==> config.mk <==
export PLATFORM = sky130hd
export DESIGN_NAME = sscb_isqrt
export DESIGN_NICKNAME = d
export VERILOG_FILES = /design/src/design/sscb_pkg.sv /design/src/design/sscb_isqrt.sv
export SDC_FILE = /design/constraint.sdc
export NUM_CORES = 2
export LEC_CHECK = 0
export BUFFER_PORTS_ARGS = -buffer_cell sky130_fd_sc_hd__buf_2
export CORE_ASPECT_RATIO = 0.9
export CORE_MARGIN = 10
export CORE_UTILIZATION = 40
export DETAILED_ROUTE_END_ITERATION = 7
export REMOVE_ABC_BUFFERS = 1
export SLEW_MARGIN = 20
export SYNTH_ARGS = -nofsm -noshare
export SYNTH_HDL_FRONTEND = slang
export SYNTH_SLANG_ARGS = --single-unit
export TNS_END_PERCENT = 10
==> constraint.sdc <==
create_clock -name clock -period 5.2 [get_ports clock]
set_input_delay 0.26 -clock clock [delete_from_list [all_inputs] [get_ports clock]]
set_output_delay 0.26 -clock clock [all_outputs]
set_load 0.02 [all_outputs]
==> src/design/sscb_pkg.sv <==
`timescale 1ns / 1ps
// ----------------------------------------------------------------------------
// sscb_pkg
// Shared types and constants of the spherical shell cell binner.
// ----------------------------------------------------------------------------
package sscb_pkg;

   localparam int unsigned CORDIC_STEPS = 30;
   localparam int unsigned NORM_STAGES  = 6;
   localparam int unsigned CORDIC_LAT   = NORM_STAGES + CORDIC_STEPS + 2;
   localparam int unsigned ISQRT_LAT    = 32;
   localparam int unsigned SB_LEN       = ISQRT_LAT + CORDIC_LAT;

   localparam logic [30:0] CELL_COUNT = 31'd1048576;
   localparam logic [10:0] MAX_BINS   = 11'd1024;

   localparam logic [2:0] REG_CENTER_X    = 3'd0;
   localparam logic [2:0] REG_CENTER_Y    = 3'd1;
   localparam logic [2:0] REG_CENTER_Z    = 3'd2;
   localparam logic [2:0] REG_DIAMETER    = 3'd3;
   localparam logic [2:0] REG_THICKNESS   = 3'd4;
   localparam logic [2:0] REG_THETA_BINS  = 3'd5;
   localparam logic [2:0] REG_PHI_BINS    = 3'd6;

   localparam logic [31:0] ANGLE_QUARTER = 32'h4000_0000;
   localparam logic [31:0] ANGLE_HALF    = 32'h8000_0000;

   typedef struct packed {
      logic        keep;
      logic [19:0] idx;
      logic [30:0] dx;
      logic [30:0] dy;
      logic [30:0] dz;
      logic        rho_zero;
   } sb_type;

   function automatic logic [31:0] step_angle(input logic [4:0] i);
      logic [31:0] a;
      case (i)
         5'd0:  a = 32'd536870912;
         5'd1:  a = 32'd316933406;
         5'd2:  a = 32'd167458907;
         5'd3:  a = 32'd85004756;
         5'd4:  a = 32'd42667331;
         5'd5:  a = 32'd21354465;
         5'd6:  a = 32'd10679838;
         5'd7:  a = 32'd5340245;
         5'd8:  a = 32'd2670163;
         5'd9:  a = 32'd1335087;
         5'd10: a = 32'd667544;
         5'd11: a = 32'd333772;
         5'd12: a = 32'd166886;
         5'd13: a = 32'd83443;
         5'd14: a = 32'd41722;
         5'd15: a = 32'd20861;
         5'd16: a = 32'd10430;
         5'd17: a = 32'd5215;
         5'd18: a = 32'd2608;
         5'd19: a = 32'd1304;
         5'd20: a = 32'd652;
         5'd21: a = 32'd326;
         5'd22: a = 32'd163;
         5'd23: a = 32'd81;
         5'd24: a = 32'd41;
         5'd25: a = 32'd20;
         5'd26: a = 32'd10;
         5'd27: a = 32'd5;
         5'd28: a = 32'd3;
         5'd29: a = 32'd1;
         default: a = 32'd0;
      endcase
      return a;
   endfunction

endpackage

==> src/design/sscb_isqrt.sv <==
`timescale 1ns / 1ps
// ----------------------------------------------------------------------------
// sscb_isqrt
// Pipelined floor square root of a 64-bit value, one result bit per stage.
// ----------------------------------------------------------------------------
module sscb_isqrt (
   input  logic        clock,
   input  logic        enable,
   input  logic [63:0] radicand,
   output logic [31:0] root
);
   import sscb_pkg::*;

   logic [63:0] v_ff   [ISQRT_LAT];
   logic [63:0] res_ff [ISQRT_LAT];

   genvar j;
   generate
      for (j = 0; j < ISQRT_LAT; j++) begin : g_stage
         localparam logic [63:0] BIT = 64'd1 << (62 - 2 * j);
         logic [63:0] v_src;
         logic [63:0] res_src;
         logic [63:0] trial;
         if (j == 0) begin : g_first
            assign v_src   = radicand;
            assign res_src = 64'd0;
         end else begin : g_next
            assign v_src   = v_ff[j-1];
            assign res_src = res_ff[j-1];
         end
         assign trial = res_src + BIT;
         always_ff @(posedge clock) begin
            if (enable) begin
               if (v_src >= trial) begin
                  v_ff[j]   <= v_src - trial;
                  res_ff[j] <= (res_src >> 1) + BIT;
               end else begin
                  v_ff[j]   <= v_src;
                  res_ff[j] <= res_src >> 1;
               end
            end
         end
      end
   endgenerate

   assign root = res_ff[ISQRT_LAT-1][31:0];

endmodule

==> impl_results.md <==
- Worst setup EP type: flop
- Worst path cell trace: ha_1 -> nand3_1 -> nor3_1 -> o21ai_0 -> a21oi_1 -> o21ai_0 -> o21ai_1 -> a311oi_4 -> nor4_2 -> o2111ai_1 -> o2bb2ai_1
- # setup viols final: 0
- Worst-path maximum fanout: 6
- Post-synth EDFFs: 2512
- Total GRT Usage: 0.194
- Grt ovf: 0
- Top FF cell, synth: edfxtp_1
- Vias in the first global route: 76.0k
- Psw: 0.0177 W
- Cell area after synthesis: 0.120 mm2
- Clock Sinks: 2512
- Root Buffer: clkbuf_16
- Met2 usage: 0.359
- Drt pass-1 iters: 7
- Routed wire length: 325 mm
- Leak: 50.3 nW
- Clock Path Buffers: 4
- RSZ-0062 raised after global routing: false
- Internal power: 0.0416 W
- GRT Max-Usage Layer: met2
- Clock share of power: 0.323
- PwrDens: 438 mW/mm2
- CTS Buf Count: 271
- Rows: 191
- CTS tree: yes
- Worst skew pair latency: 0.88 ns
- Core Util, Final: 0.450
- H-tree depth: 5
- HPWL after detailed placement: 249 mm
- Fmax: 218 MHz
- Die H: 540 um
- Vias: 77.0k
- Die Area: 0.323 mm2
- Worst EP required: 5.78 ns
- CP max stage cell: nor3_1
- Hold Path Class: input port to flop
- Fin. Hold Viols: 0
- Core area: 0.300 mm2
- Fill cell count: 26.9k
- Crit path top cell by count: o21ai_0
- Ys async rst share: 0
- Global-route wire length before repair: 482 mm
- DRT iter0 DRCs: 6543
- Slew margin rel.: 0.232
- Antenna-violating nets left: 0
- Reg clk slew, reported paths: 0.07 ns
- Pin count of the biggest net entering global routing: 187
- Setup CP Type: flop to flop
- CP arrival: 5.16 ns
- # port buffers: 97
- Met3 Track Usage GR: 0.0219
- Worst slew pin tran: 1.15 ns
- Net count, final: 10.5k
- Max Cap Viol: 0
- Worst-case vdd ir drop: 0.301 mV
- Setup TNS: 0 ns
- CP peak stage delay: 0.61 ns
- Count of mapped cells out of synthesis: 9611
- Switching part of the total power: 0.298
- Area Growth Syn to Fin: 12.3%
- Layout cells sized above 1: 0.0721
- Reg2Reg Setup Slack: 0.62 ns
- Via-to-Cell Ratio: 5.47
- Run status: completed
- Synth warn: 0
- Fin. max-slew vios: 0
- Sequential group share of total power: 0.473
- Wire per inst: 23.1 um
- Hold WS: 0.107 ns
- GPL Wtd Cong: 0.925
- Post-CTS setup buffer count: 0
- Global Route met1 Usage: 0.225
- Final Critical Period: 4.58 ns
- Startpoint class of the critical path: flop
- Initial core utilization: 0.401
- FF+latch count, synth: 2512
- Die width: 598 um
- DRC Markers: 0
- Sequential element share of the synthesized area: 0.626
- Power share of the combinational group: 0.204
- Mean Syn Cell Area: 12.5 um2
- Num ports: 98
- Yosys cell types: 96
- Final Cycle Share: 0.881
- Clk_skew: 0.0510 ns
- Number of antenna violations at the first check in global routing: 9
per-stage QoR:
| stage | cell area, um2 | setup WS [ns] | std cells | power, W |
|---|---|---|---|---|
| CTS | 135000 | 0.0762 | 14100 | 0.0596 |
| global placement | 126000 | 0.221 | 13500 | 0.0403 |
| global route | 135000 | 0.293 | 14100 | 0.0619 |
| finish | 135000 | 0.619 | 14100 | 0.0592 |
| floorplan | 120000 | -0.923 | 9397 | 0.0356 |
| detailed placement | 126000 | 0.0767 | 13500 | 0.0404 |
sequential cells by signal (all words and copies together), names as in the netlist:
name	flops
res_ff	528
v_ff	1984
worst max-delay path, delay by kind of cell, from the launching register on:
| family | cells | cell delay, ns |
|---|---|---|
| adders and majority gates | 1 | 0.39 |
| and+or+nand+nor | 3 | 1.40 |
| AOI/OAI and AO/OA | 7 | 2.11 |
| DFF | 1 | 0.41 |
cells in the final DEF, fill, tap and decap left out, types with 35 or more instances in the layout:
cell           Yosys  layout
edfxtp_1        2512    2512
a31oi_1           46      46
clkbuf_1         192      39
nor2_1           556     555
xor2_1           468     468
nand4_1          142     142
inv_1            701     700
nor4_1           359     354
mux2_2            53      53
o21a_1           100      99
o31ai_1           49      48
clkinv_2           0      57
dlygate4sd3_1      0      65
clkinv_1           1      41
clkbuf_16          0     278
o211ai_1          42      42
and2_1            35      35
nor3_1           257     257
a211oi_1          49      48
xnor2_1          410     410
nand2b_1         112     112
buf_2             14      96
ha_1             558     558
or4_1             59      59
nand3_1          165     165
or2_2             39      39
a21o_1           242     242
nor2b_1           64      64
or3_1            118     118
a21oi_1          532     532
nand2_1          695     695
buf_4              0      68
nor4b_1           44      44
o21bai_1          52      52
o21ai_0          537     533
and3_1            45      45
power by group through the flow:
stage | logic, W | clock network [W] | registers [W]
6_report | 0.0121 | 0.0191 | 0.0280
5_1_grt | 0.0134 | 0.0203 | 0.0282
4_1_cts | 0.0121 | 0.0195 | 0.0280
3_5_place_dp | 0.0120 | 0 | 0.0284
3_3_place_gp | 0.0119 | 0 | 0.0284
2_1_floorplan | 0.00847 | 0 | 0.0271
cells in the mapped netlist, types with 10 or more instances:
| cell | n | area [um2] |
|---|---|---|
| a211oi_1 | 49 | 368 |
| or4_1 | 59 | 443 |
| o21ai_0 | 537 | 2690 |
| clkbuf_1 | 192 | 721 |
| or3_1 | 118 | 738 |
| o31a_1 | 10 | 87.6 |
| a21boi_0 | 15 | 113 |
| nor4_1 | 359 | 2250 |
| nand3_1 | 165 | 826 |
| and2_1 | 35 | 219 |
| o21bai_1 | 52 | 390 |
| ha_1 | 558 | 6980 |
| buf_2 | 14 | 70.1 |
| o211ai_1 | 42 | 315 |
| o2111ai_1 | 11 | 96.3 |
| nand4_1 | 142 | 888 |
| nor3_1 | 257 | 1290 |
| o31ai_1 | 49 | 368 |
| inv_1 | 701 | 2630 |
| or2_2 | 39 | 244 |
| mux2i_1 | 12 | 120 |
| a21oi_1 | 532 | 2660 |
| nand2_1 | 695 | 2610 |
| nor3b_1 | 21 | 158 |
| edfxtp_1 | 2512 | 75400 |
| mux2_2 | 53 | 597 |
| a31oi_1 | 46 | 288 |
| o21a_1 | 100 | 751 |
| nor2_1 | 556 | 2090 |
| a211o_1 | 16 | 140 |
| nand4b_1 | 29 | 254 |
| nand3b_1 | 21 | 158 |
| a21o_1 | 242 | 1820 |
| and3_1 | 45 | 282 |
| and4_1 | 19 | 166 |
| xnor2_1 | 410 | 3590 |
| a31o_2 | 12 | 105 |
| nor2b_1 | 64 | 400 |
| xor2_1 | 468 | 4100 |
| o41ai_1 | 12 | 105 |
| nand2b_1 | 112 | 701 |
| nor4b_1 | 44 | 385 |
repair_timing:
item                                    4_1_cts  5_1_grt
hold buffers                                 65        0
endpoints found under the hold margin        86        0
gates resized for setup                       0        2
endpoints found under the setup margin        0        6
per-layer routing:
layer	vias up	wire (um)	part of all wire
li1	36500	-	-
met1	37800	126000	0.39
met2	2062	170000	0.52
met3	604	12800	0.039
met4	2	16500	0.051
met5	-	12	0.000037
final timing paths:
kind                start           end  depth (start not counted)
max          v_ff[1][593]  v_ff[1][691]                         11
min          radicand[32]   v_ff[0][32]                          2
max reg2reg  v_ff[1][593]  v_ff[1][691]                         11
min reg2reg  v_ff[0][728]  v_ff[0][792]                          0
area by class of cell:
type / instances / area [um2] / area share
Antenna cell: 2 / 5.00 / 0.0000370
Clock buffer: 317 / 7100 / 0.0525
Clock inverter: 155 / 1550 / 0.0115
Inverter: 703 / 2640 / 0.0195
Multi-Input combinational cell: 6182 / 41600 / 0.308
Sequential cell: 2512 / 75400 / 0.558
Tap cell: 3956 / 4950 / 0.0366
Timing Repair Buffer: 241 / 1880 / 0.0139
logic make-up after synthesis:
group	Yosys count	share of synthesized area
simple gates	2832	0.121
flops	2512	0.626
compound gates	1849	0.0956
buf+inv	917	0.0288
xor+xnor	878	0.0639
fa+ha+maj	558	0.0580
mux	65	0.00595
(Power assumes the default switching activity.)
